<file path="src/design/bffa_pkg.sv">
// ----------------------------------------------------------------------------
// Block allocator package
// Shared constants and opcode/status codes for the first-fit block allocator.
// ----------------------------------------------------------------------------
package bffa_pkg;

  localparam int MAX_BLOCKS_DEF    = 256;
  localparam int MAP_WORD_BITS_DEF = 8;

  localparam int BS_W  = 13;
  localparam int CNT_W = 9;
  localparam int REQ_W = 21;
  localparam int OFF_W = 20;
  localparam int DIV_W = 21;

  localparam logic [1:0] OP_ALLOC = 2'd0;
  localparam logic [1:0] OP_FREE  = 2'd1;
  localparam logic [1:0] OP_QUERY = 2'd2;

  localparam logic [1:0] ST_OK    = 2'd0;
  localparam logic [1:0] ST_NOROOM = 2'd1;
  localparam logic [1:0] ST_BAD   = 2'd2;

  localparam logic [BS_W-1:0]  BS_RESET  = 13'd64;
  localparam logic [CNT_W-1:0] CNT_RESET = 9'd256;

  // Command to the shared divider.
  typedef struct packed {
    logic             go;
    logic [DIV_W-1:0] dividend;
    logic [BS_W-1:0]  divisor;
  } div_req_t;

endpackage

</file>
<file path="src/design/bitmap_first_fit_block_allocator.sv">
// An allocate runs a divide and a bitmap scan and mark, a free runs two divides
// and clears its blocks, a query checks the offset and a rejected item goes
// straight to the result strobe. Throughput: one item at a time.
// Run time: bit-serial divider plus a one-block-per-cycle bitmap walk.
// Synchronous active-low reset clears the bitmap and loads register defaults.
// The receiver cannot stall; out_valid pulses for one cycle per item.
// ----------------------------------------------------------------------------
// First-fit block allocator top level
// Keeps a block occupancy bitmap and serves allocate, free and query items.
// ----------------------------------------------------------------------------
module bitmap_first_fit_block_allocator import bffa_pkg::*; #(
  parameter int MAX_BLOCKS    = MAX_BLOCKS_DEF,
  parameter int MAP_WORD_BITS = MAP_WORD_BITS_DEF
) (
  input  logic             clk,
  input  logic             rst_n,
  input  logic             start,
  output logic             busy,
  input  logic [1:0]       in_opcode,
  input  logic [REQ_W-1:0] in_request_bytes,
  input  logic [OFF_W-1:0] in_pool_offset,
  output logic             out_valid,
  output logic [1:0]       out_status,
  output logic [OFF_W-1:0] out_granted_offset,
  input  logic             cfg_we,
  input  logic             cfg_index,
  input  logic [BS_W-1:0]  cfg_wdata
);

  localparam int BW = $clog2(MAX_BLOCKS + 1) + 1;
  localparam int IW = $clog2(MAX_BLOCKS);
  localparam int WB = $clog2(MAP_WORD_BITS);
  localparam int MAP_WORDS = MAX_BLOCKS / MAP_WORD_BITS;
  localparam int PW = BW + BS_W;

  localparam logic [3:0] S_IDLE  = 4'd0;
  localparam logic [3:0] S_DIVN  = 4'd1;
  localparam logic [3:0] S_DIVF  = 4'd2;
  localparam logic [3:0] S_SCAN  = 4'd3;
  localparam logic [3:0] S_MUL   = 4'd4;
  localparam logic [3:0] S_MARK  = 4'd5;
  localparam logic [3:0] S_CLR   = 4'd6;
  localparam logic [3:0] S_DONE  = 4'd7;
  localparam logic [3:0] S_QRY   = 4'd8;
  localparam logic [3:0] S_WDIV  = 4'd9;

  logic [BS_W-1:0]  bs_r;
  logic [CNT_W-1:0] cnt_cfg_r;
  logic [3:0]       st_r;
  logic [1:0]       op_r;
  logic [REQ_W-1:0] bytes_r;
  logic [OFF_W-1:0] off_r;
  logic [MAP_WORD_BITS-1:0] map_r [MAP_WORDS];
  logic [BW-1:0]    n_r, first_r, b_r, run_r, start_r, last_r;
  logic [1:0]       status_r;
  logic [OFF_W-1:0] grant_r;
  logic             ovf_r;
  logic [3:0]       ret_r;
  logic             vld_r;
  logic [BS_W-1:0]  bse;
  logic [BW-1:0]    cnte;
  div_req_t         dreq;
  logic             ddone;
  logic [DIV_W-1:0] dquot;
  logic [PW-1:0]    prod;
  logic [PW-1:0]    pool_bytes;
  logic [IW-1:0]    bi;
  logic [IW-WB-1:0] wsel;
  logic [WB-1:0]    bsel;

  assign bse  = (bs_r == '0) ? BS_W'(1) : bs_r;
  assign cnte = (BW'(cnt_cfg_r) > BW'(MAX_BLOCKS)) ? BW'(MAX_BLOCKS) : BW'(cnt_cfg_r);
  assign bi   = b_r[IW-1:0];
  // The most significant bit of a word holds the lowest block in it.
  assign wsel = bi[IW-1:WB];
  assign bsel = ~bi[WB-1:0];
  assign prod = PW'(start_r) * PW'(bse);
  assign pool_bytes = PW'(cnte) * PW'(bse);

  bffa_div u_div (.clk(clk), .rst_n(rst_n), .req(dreq), .done(ddone), .quot(dquot));

  // Divider commands from the sequencer.
  always_comb begin
    dreq.go       = 1'b0;
    dreq.dividend = DIV_W'(bytes_r - 1'b1);
    dreq.divisor  = bse;
    if (st_r == S_DIVN) begin
      dreq.go = 1'b1;
    end else if (st_r == S_DIVF) begin
      dreq.go = 1'b1;
      dreq.dividend = DIV_W'(off_r);
    end
  end

  // Sequencer: one block per cycle for scan, mark and clear.
  always_ff @(posedge clk) begin
    if (!rst_n) begin
      st_r      <= S_IDLE;
      map_r     <= '{default: '0};
      bs_r      <= BS_RESET;
      cnt_cfg_r <= CNT_RESET;
      vld_r     <= 1'b0;
    end else begin
      vld_r <= 1'b0;
      if (cfg_we) begin
        if (cfg_index == 1'b0) bs_r <= cfg_wdata;
        else cnt_cfg_r <= cfg_wdata[CNT_W-1:0];
      end
      case (st_r)
        S_IDLE: begin
          if (start) begin
            op_r    <= in_opcode;
            bytes_r <= in_request_bytes;
            off_r   <= in_pool_offset;
            grant_r <= '0;
            status_r <= ST_BAD;
            if ((in_opcode inside {OP_ALLOC, OP_FREE}) && in_request_bytes != '0)
              st_r <= S_DIVN;
            else if (in_opcode == OP_QUERY)
              st_r <= S_QRY;
            else
              st_r <= S_DONE;
          end
        end
        S_DIVN: begin
          ret_r <= (op_r == OP_ALLOC) ? S_SCAN : S_DIVF;
          st_r  <= S_WDIV;
        end
        S_WDIV: begin
          if (ddone) begin
            if (ret_r inside {S_SCAN, S_DIVF}) begin
              n_r <= (dquot >= DIV_W'(MAX_BLOCKS)) ? BW'(MAX_BLOCKS + 1)
                                                   : BW'(dquot + 1'b1);
              b_r <= '0;
              run_r <= '0;
              status_r <= ST_NOROOM;
              st_r <= ret_r;
            end else begin
              first_r <= (dquot >= DIV_W'(MAX_BLOCKS)) ? BW'(MAX_BLOCKS) : BW'(dquot);
              b_r <= (dquot >= DIV_W'(MAX_BLOCKS)) ? BW'(MAX_BLOCKS) : BW'(dquot);
              ovf_r <= (BW+1)'(dquot >= DIV_W'(MAX_BLOCKS) ? MAX_BLOCKS : dquot)
                       + (BW+1)'(n_r) > (BW+1)'(cnte);
              st_r <= S_CLR;
            end
          end
        end
        S_DIVF: begin
          ret_r <= S_CLR;
          st_r  <= S_WDIV;
        end
        S_SCAN: begin
          if (b_r >= cnte) begin
            st_r <= S_DONE;
          end else if (map_r[wsel][bsel]) begin
            run_r <= '0;
            b_r   <= b_r + 1'b1;
          end else if (run_r + 1'b1 == n_r) begin
            start_r <= b_r + 1'b1 - n_r;
            st_r    <= S_MUL;
          end else begin
            run_r <= run_r + 1'b1;
            b_r   <= b_r + 1'b1;
          end
        end
        S_MUL: begin
          if (prod <= PW'({OFF_W{1'b1}})) begin
            grant_r  <= prod[OFF_W-1:0];
            status_r <= ST_OK;
            b_r      <= start_r;
            last_r   <= start_r + n_r;
            st_r     <= S_MARK;
          end else begin
            st_r <= S_DONE;
          end
        end
        S_MARK: begin
          if (b_r >= last_r) st_r <= S_DONE;
          else begin
            map_r[wsel][bsel] <= 1'b1;
            b_r <= b_r + 1'b1;
          end
        end
        S_CLR: begin
          status_r <= ovf_r ? ST_BAD : ST_OK;
          if ((BW+1)'(b_r) >= (BW+1)'(first_r) + (BW+1)'(n_r) || b_r >= cnte)
            st_r <= S_DONE;
          else begin
            map_r[wsel][bsel] <= 1'b0;
            b_r <= b_r + 1'b1;
          end
        end
        S_QRY: begin
          status_r <= (PW'(off_r) < pool_bytes) ? ST_OK : ST_BAD;
          st_r <= S_DONE;
        end
        S_DONE: begin
          vld_r <= 1'b1;
          st_r  <= S_IDLE;
        end
        default: st_r <= S_IDLE;
      endcase
    end
  end

  assign busy               = (st_r != S_IDLE);
  assign out_valid          = vld_r;
  assign out_status         = status_r;
  assign out_granted_offset = grant_r;

endmodule

</file>
<file path="src/design/bffa_div.sv">
// ----------------------------------------------------------------------------
// Block allocator divider
// Restoring divider, one quotient bit per cycle.
// ----------------------------------------------------------------------------
module bffa_div import bffa_pkg::*; (
  input  logic             clk,
  input  logic             rst_n,
  input  div_req_t         req,
  output logic             done,
  output logic [DIV_W-1:0] quot
);

  localparam int CW = $clog2(DIV_W + 1);

  logic [DIV_W-1:0] q_r, q_nxt;
  logic [BS_W-1:0]  rem_r, rem_nxt;
  logic [BS_W-1:0]  dvs_r;
  logic [CW-1:0]    cnt_r, cnt_nxt;
  logic             busy_r, busy_nxt;
  logic             done_r, done_nxt;
  logic [BS_W:0]    trial;

  // One shift-subtract step per cycle.
  always_comb begin
    q_nxt    = q_r;
    rem_nxt  = rem_r;
    cnt_nxt  = cnt_r;
    busy_nxt = busy_r;
    done_nxt = 1'b0;
    trial    = {rem_r, q_r[DIV_W-1]};
    if (req.go) begin
      q_nxt    = req.dividend;
      rem_nxt  = '0;
      cnt_nxt  = CW'(DIV_W);
      busy_nxt = 1'b1;
    end else if (busy_r) begin
      if (trial >= {1'b0, dvs_r}) begin
        rem_nxt = BS_W'(trial - {1'b0, dvs_r});
        q_nxt   = {q_r[DIV_W-2:0], 1'b1};
      end else begin
        rem_nxt = trial[BS_W-1:0];
        q_nxt   = {q_r[DIV_W-2:0], 1'b0};
      end
      cnt_nxt = cnt_r - 1'b1;
      if (cnt_r == CW'(1)) begin
        busy_nxt = 1'b0;
        done_nxt = 1'b1;
      end
    end
  end

  always_ff @(posedge clk) begin
    if (!rst_n) begin
      busy_r <= 1'b0;
      done_r <= 1'b0;
      cnt_r  <= '0;
    end else begin
      busy_r <= busy_nxt;
      done_r <= done_nxt;
      cnt_r  <= cnt_nxt;
    end
    q_r   <= q_nxt;
    rem_r <= rem_nxt;
    if (req.go) dvs_r <= req.divisor;
  end

  assign done = done_r;
  assign quot = q_r;

endmodule
</file>
<file path="config.mk">
export PLATFORM = sky130hd
export DESIGN_NAME = bitmap_first_fit_block_allocator
export DESIGN_NICKNAME = d
export VERILOG_FILES = /design/src/design/bffa_pkg.sv /design/src/design/bitmap_first_fit_block_allocator.sv /design/src/design/bffa_div.sv
export SDC_FILE = /design/constraint.sdc
export NUM_CORES = 2
export LEC_CHECK = 0
export BUFFER_PORTS_ARGS = -buffer_cell sky130_fd_sc_hd__buf_4
export CAP_MARGIN = 40
export CORE_MARGIN = 3
export CORE_UTILIZATION = 35
export CTS_CLUSTER_DIAMETER = 40
export CTS_CLUSTER_SIZE = 10
export DETAILED_ROUTE_END_ITERATION = 10
export PLACE_DENSITY = 0.55
export SLEW_MARGIN = 0
export SYNTH_ARGS = -nofsm -noshare
export SYNTH_HDL_FRONTEND = slang
export SYNTH_SLANG_ARGS = --single-unit
</file>
<file path="constraint.sdc">
create_clock -name clk -period 12.5 [get_ports clk]
set_clock_uncertainty 0.1 [all_clocks]
set_input_delay 2.5 -clock clk [delete_from_list [all_inputs] [get_ports clk]]
set_output_delay 2.5 -clock clk [all_outputs]
set_load 0.03 [all_outputs]
</file>
**Word-level counts from Yosys, hierarchy flattened**

Cells that the tools add are included.

- Bits in registers: 467
- Bits of input ports: 61
- Output and inout port bits: 24
- Word-level logic and storage cells: 224

- Add/sub/neg operators: 10
- $mul: 2
- Order comparisons: 13
- Equal/unequal tests: 27
- Mux-type cells: 69
- Bitwise gates (word level): 11
- Reductions and logical operators: 36

Operator list:

| kind | count |
|---|---|
| two-way mux 256 bit | 2 |
| case mux 256 bit (2 select lines) | 1 |
| AND 256 bit | 1 |
| inverter 256 bit | 1 |
| bitwise OR 256 bit | 1 |
| two-way mux 10 bit | 14 |
| two-way mux 21 bit | 3 |
| case mux 10 bit (5 select lines) | 1 |
| binary-select mux 8 bit (select 5 bit) | 1 |
| demux 8 bit (select 5 bit) | 1 |
| two-way mux 20 bit | 2 |
| two-way mux 4 bit | 10 |
| case mux 20 bit (2 select lines) | 1 |
| case mux 4 bit (8 select lines) | 1 |
| adder 10 x 1 -> 10 bit, second input constant | 3 |
| two-way mux 13 bit | 2 |
| two-way mux 8 bit | 3 |
| <= comparator 23 x 20 -> 1 bit, second input constant | 1 |
| multiplier 10 x 13 -> 23 bit | 1 |
| < comparator 20 x 22 -> 1 bit | 1 |
| multiplier 9 x 13 -> 22 bit | 1 |
| two-way mux 22 bit | 1 |
| >= comparator 21 x 9 -> 1 bit, second input constant | 1 |
| nonzero test 21 bit | 1 |
| other kinds (57) | 113 |

**Depth between registers and ports, before layout**

- Depth after elaboration: 11
- Mapped depth: 29

**Modules after synthesis**

Synthesis repeated with hierarchy kept, for this count alone.

- Cell total of the unflattened synthesis: 3,354
- Area total of the unflattened synthesis: 32,149.6 sq um

By module, submodules not included:

| module | times used | cells an instance | area each (sq um) | seq. area each (sq um) |
|---|---|---|---|---|
| bitmap_first_fit_block_allocator | 1 | 3,099 | 29,239.3 | 9,509.1 |
| bffa_div | 1 | 255 | 2,910.3 | 1,421.4 |

**Least setup slack after synthesis**

Ideal clock, no wire load.

- Kind: reg2reg
- Start: reg bs_r[5]
- End: reg grant_r[0], in the netlist out_granted_offset[0] (enable)
- Arrival time: 6.250 ns
- Data required time: 12.053 ns
- Slack: 5.803 ns
- Stages on the path, launching flop included: 22
- Buffers on the path: 1
- Path through: dfxtp_1 -> nor4_1 -> a41oi_1 -> inv_1 -> clkbuf_1 -> nand2_1 -> fa_1 -> fa_1 -> inv_1 -> fa_1 -> fa_1 -> inv_1 -> fa_1 -> inv_1 -> ha_1 -> o21ai_0 -> nand2b_1 -> o31ai_1 -> nor4_1 -> a211oi_1 -> and3_1 -> or2_2

- Word-level cells in the longest chain between the ends: 6

Ends and longest elaborated chain:

| item | line | source |
|---|---|---|
| start, declared | bitmap_first_fit_block_allocator.sv:47 | `logic [BS_W-1:0] bs_r;` |
| start signal, assigned | bitmap_first_fit_block_allocator.sv:106 | `if (cfg_index == 1'b0) bs_r <= cfg_wdata;` |
| zero test 13 bit | bitmap_first_fit_block_allocator.sv:71 | `assign bse = (bs_r == '0) ? BS_W'(1) : bs_r;` |
| two-way mux 13 bit | bitmap_first_fit_block_allocator.sv:71 |  |
| net bse[0] | bitmap_first_fit_block_allocator.sv:60 | `logic [BS_W-1:0] bse;` |
| multiplier 10 x 13 -> 23 bit | bitmap_first_fit_block_allocator.sv:77 | `assign prod = PW'(start_r) * PW'(bse);` |
| <= comparator 23 x 20 -> 1 bit | bitmap_first_fit_block_allocator.sv:166 | `if (prod <= PW'({OFF_W{1'b1}})) begin` |
| != test 2 bit (no line) | -- |  |
| AND reduction 4 bit (no line) | -- |  |
| end signal, assigned | bitmap_first_fit_block_allocator.sv:167 | `grant_r <= prod[OFF_W-1:0];` |
| end, declared | bitmap_first_fit_block_allocator.sv:56 | `logic [OFF_W-1:0] grant_r;` |

The timed path passes the listed nets, and every way through them passes these cells.
A chain may end at the register's enable or synchronous reset.

**Worst setup path after layout**

- Start: reg bs_r[5]
- End: reg grant_r[19], in the netlist out_granted_offset[19] (enable)

- Word-level cells in the longest chain between the ends: 6

Ends and longest elaborated chain:

| item | line |
|---|---|
| zero test 13 bit | bitmap_first_fit_block_allocator.sv:71 |
| two-way mux 13 bit * | bitmap_first_fit_block_allocator.sv:71 |
| multiplier 10 x 13 -> 23 bit * | bitmap_first_fit_block_allocator.sv:77 |
| <= comparator 23 x 20 -> 1 bit * | bitmap_first_fit_block_allocator.sv:166 |
| != test 2 bit (no line) * | -- |
| AND reduction 4 bit (no line) * | -- |

Mark *: on every way between the ends. The rest lies on a longest branch, timed or not.

==> reports/results.tsv <==
stage	metric	value	unit
synth	list of most frequent post-synthesis cells	303 x dfxtp_1, 277 x nand2_1, 248 x inv_1, 226 x o211ai_1, 226 x o31ai_1	
cells_and_area	Fill cells	8937	
placed_design	DP HPWL	64.99	mm
detailed_routing	drt initial violations	1977	
setup_path	Worst EP arrival	7.95	ns
synth	mapped cell area	32400	um^2
setup_path	reg2reg end	out_granted_offset[19]	
synth	Yosys top cell by area	dfxtp_1	
clock_network	CTS tree	built	
synth	Syn Inst Count	3383	
setup_path	setup slack, reg-to-reg	4.73	ns
power	LEAKAGE	14.94	nW
synth	FFs w/ async S/R, synth	0	%
power	Max VDD drop	0.09974	mV
hold_path	Hold Path Class	reg -> reg	
setup_path	critical path peak fanout	22	
setup_path	Crit-path slowest cell	dfxtp_1	
synth	most frequent cell after synthesis	dfxtp_1	
timing	setup TNS	0	ns
setup_path	CP dominant cell by count	fa_1	
synth	Yosys Warn Count	0	
timing	final period utilization	62.15	%
setup_path	crit-path max cell delay	0.56	ns
clock_network	CTS Hold Bufs	0	
floorplanning	Initial Util	35.67	%
clock_network	Longest Clk Path Bufs	3	
detailed_routing	Residual DRC	0	
grt	gr usage total	19.50	%
grt	first-pass GRT wire length	147.4	mm
timing	Max Slew Vio Count	0	
synth	top area cells in the synthesized netlist	dfxtp_1 19%, edfxtp_1 15%, fa_1 10%, ha_1 8.3%, o211ai_1 5.2%	
floorplanning	core area	90840	um^2
floorplanning	# rows	110	
hold_path	Hold EP	cnt_cfg_r[2]	
cells_and_area	layout cells sized above 1	9.326	%
timing	Final Setup Violations	0	
hold_path	Hold Startpoint	cnt_cfg_r[2]	
setup_path	CP top delay family	adder cells	
floorplanning	IO Pins	85	
grt	largest net degree at the start of global routing	126	
setup_path	cells on worst reg2reg path	21	
synth	most used flip-flop cell after synthesis	dfxtp_1	
clock_network	CTS sink count	465	
synth	sequential element share of the synthesized area	33.73	%
grt	initial antenna violation count	3	
setup_path	Reg-to-Reg Start	bs_r[5]	
setup_path	Worst Path Class, Setup	reg -> reg	
timing	Fmax	128.7	MHz
floorplanning	Die Height	310.3	um
timing	unrepaired setup endpoints after global routing	false	
detailed_routing	Vias	25299	
synth	Syn Area/Cell	9.578	um^2
detailed_routing	Final ANT Viol Nets	0	
detailed_routing	routed vias/inst	5.514	
clock_network	Reg clk slew, reported paths	0.06	ns
synth	EDFF count, synth	162	
synth	Yosys reg bits	465	
timing	Final min period	7.768	ns
clock_network	H-tree Lvls	3	
clock_network	total CTS buffers	88	
setup_path	Critical Path Sink Type	register	
detailed_routing	final wirelength	93.48	mm
clock_network	Root Buffer	clkbuf_16	
setup_path	CP Buf/Inv Count	5	
power	pwr dens	161.5	nW/um^2
timing	Worst Tran Pin Value	0.9432	ns
setup_path	WP data required	12.68	ns
placed_design	Post-Place Cells	4422	
synth	post-synth top area share	18.72	%
placed_design	GP Congestion	0.8337	
hold_path	Hold Path Cell Cnt	2	
setup_path	Critical Path Start Type	register	
timing	Max transition margin	36.99	%
clock_network	later-pin clock latency in the skew report	0.64	ns
synth	Netlist cell types	80	
detailed_routing	detailed-route wire length per cell	20.37	um
placed_design	Port-buffer cells	84	
cells_and_area	post-layout util	40.69	%
grt	Overflow after GRT	0	
timing	final hold vios	0	
cells_and_area	fin nets	3781	
setup_path	crit path cell chain	nor4_1 > a41oi_1 > buf_4 > inv_1 > nand2_1 > fa_1 > fa_1 > inv_1 > fa_1 > fa_1 > inv_1 > fa_1 > inv_1 > ha_1 > o21ai_0 > nand2b_1 > o31ai_1 > a211oi_1 > o21ai_0 > and3_1 > or2_2	
outcome	status	completed	
clock_network	Post-CTS Resized	0	
clock_network	post-CTS setup buffers	0	
floorplanning	Die X	310.3	um
cells_and_area	fin cells	4588	
job	max-cap violation count	0	
cells_and_area	area growth from synthesis to layout	14.08	%
grt	vias in the first global route	24597	
detailed_routing	drt pass-1 iters	5	
floorplanning	Die Area	96260	um^2
stage by stage:
step | worst slack, ns | total power, mW | hold WS (ns) | instance area (um^2)
after detailed placement | 4.661 | 3.534 | 0.3582 | 33880
after CTS | 4.633 | 6.013 | 0.3688 | 36960
after floorplan | 5.803 | 3.013 | 0.3389 | 32410
after global routing | 4.033 | 6.274 | 0.3888 | 36960
final | 4.732 | 5.970 | 0.3660 | 36960
after global placement | 4.787 | 3.496 | 0.3548 | 33710
worst max path at each step:
stage | slack (ns) | end | cells after the start | startpoint
CTS | 4.63 | out_granted_offset[19] | 21 | bs_r[5]
floorplan | 5.80 | out_granted_offset[0] | 21 | bs_r[5]
detailed placement | 4.66 | out_granted_offset[2] | 21 | bs_r[5]
finish | 4.73 | out_granted_offset[19] | 21 | bs_r[5]
global route | 4.03 | out_granted_offset[19] | 21 | bs_r[2]
global placement | 4.79 | out_granted_offset[2] | 21 | bs_r[5]
placed cells by master, fill, tap and decap left out, drive strengths merged, types with 7 or more instances in the layout:
cell / count
nor2b: 32
a221o: 8
edfxtp: 162
o22ai: 73
and3: 16
a21boi: 25
nand4b: 7
nand3: 45
nand2: 277
o21a: 13
o21ai: 68
a21oi: 108
o31ai: 227
a31oi: 8
xor2: 50
nand4bb: 7
nor4: 29
dfxtp: 303
fa: 169
buf: 142
nor3: 39
a21o: 31
mux2i: 138
clkbuf: 113
xnor2: 72
nor3b: 7
and2: 126
clkinv: 26
ha: 215
bufinv: 7
or3: 12
nand4: 17
inv: 263
o211ai: 232
o21bai: 47
nand2b: 24
nor2: 127
o311a: 32
a22oi: 13
a211oi: 23
layer usage:
layer | routed length (um) | global-route usage [%] | up-vias
met4 | 2349 | 6.358 | 0
met3 | 6612 | 3.832 | 146
met2 | 39350 | 28.42 | 702
met5 | 0 | 0 | -
li1 | - | - | 12206
met1 | 45170 | 28.81 | 12245
cells by family (layout without fill, tap and decap cells):
family	count (synthesis)	in the layout	share of synthesized area, %
mux	138	138	4.263
fa+ha+maj	384	384	18.74
buf+inv	530	555	6.542
xor+xnor	124	124	3.437
flops	465	465	33.73
compound gates	948	948	20.97
simple gates	793	793	12.30
other cells	1	5	0.01157
area by class of cell:
type | count | area (um^2) | area share, %
multi-input combinational | 2390 | 19380 | 52.44
sequential | 465 | 10930 | 29.57
clock buffer | 113 | 2535 | 6.858
tap | 1176 | 1471 | 3.981
timing repair buffer | 142 | 1156 | 3.128
inverter | 249 | 934.6 | 2.529
clock inverter | 51 | 548.0 | 1.483
antenna | 2 | 5.005 | 0.01354
where the power goes:
part	total, mW	leakage, nW	switching (mW)	internal, mW
sequential	1.94	3.92	0.163	1.78
combinational	1.58	9.49	1.01	0.575
clock	2.45	1.52	0.860	1.59
total	5.97	14.9	2.03	3.94
worst min-delay path, cell delays in order, from the launching register on:
cell      delay, ns
dfxtp_1        0.30
nand2_1        0.04
a21boi_0       0.07
Power figures use the tool's default switching activity.
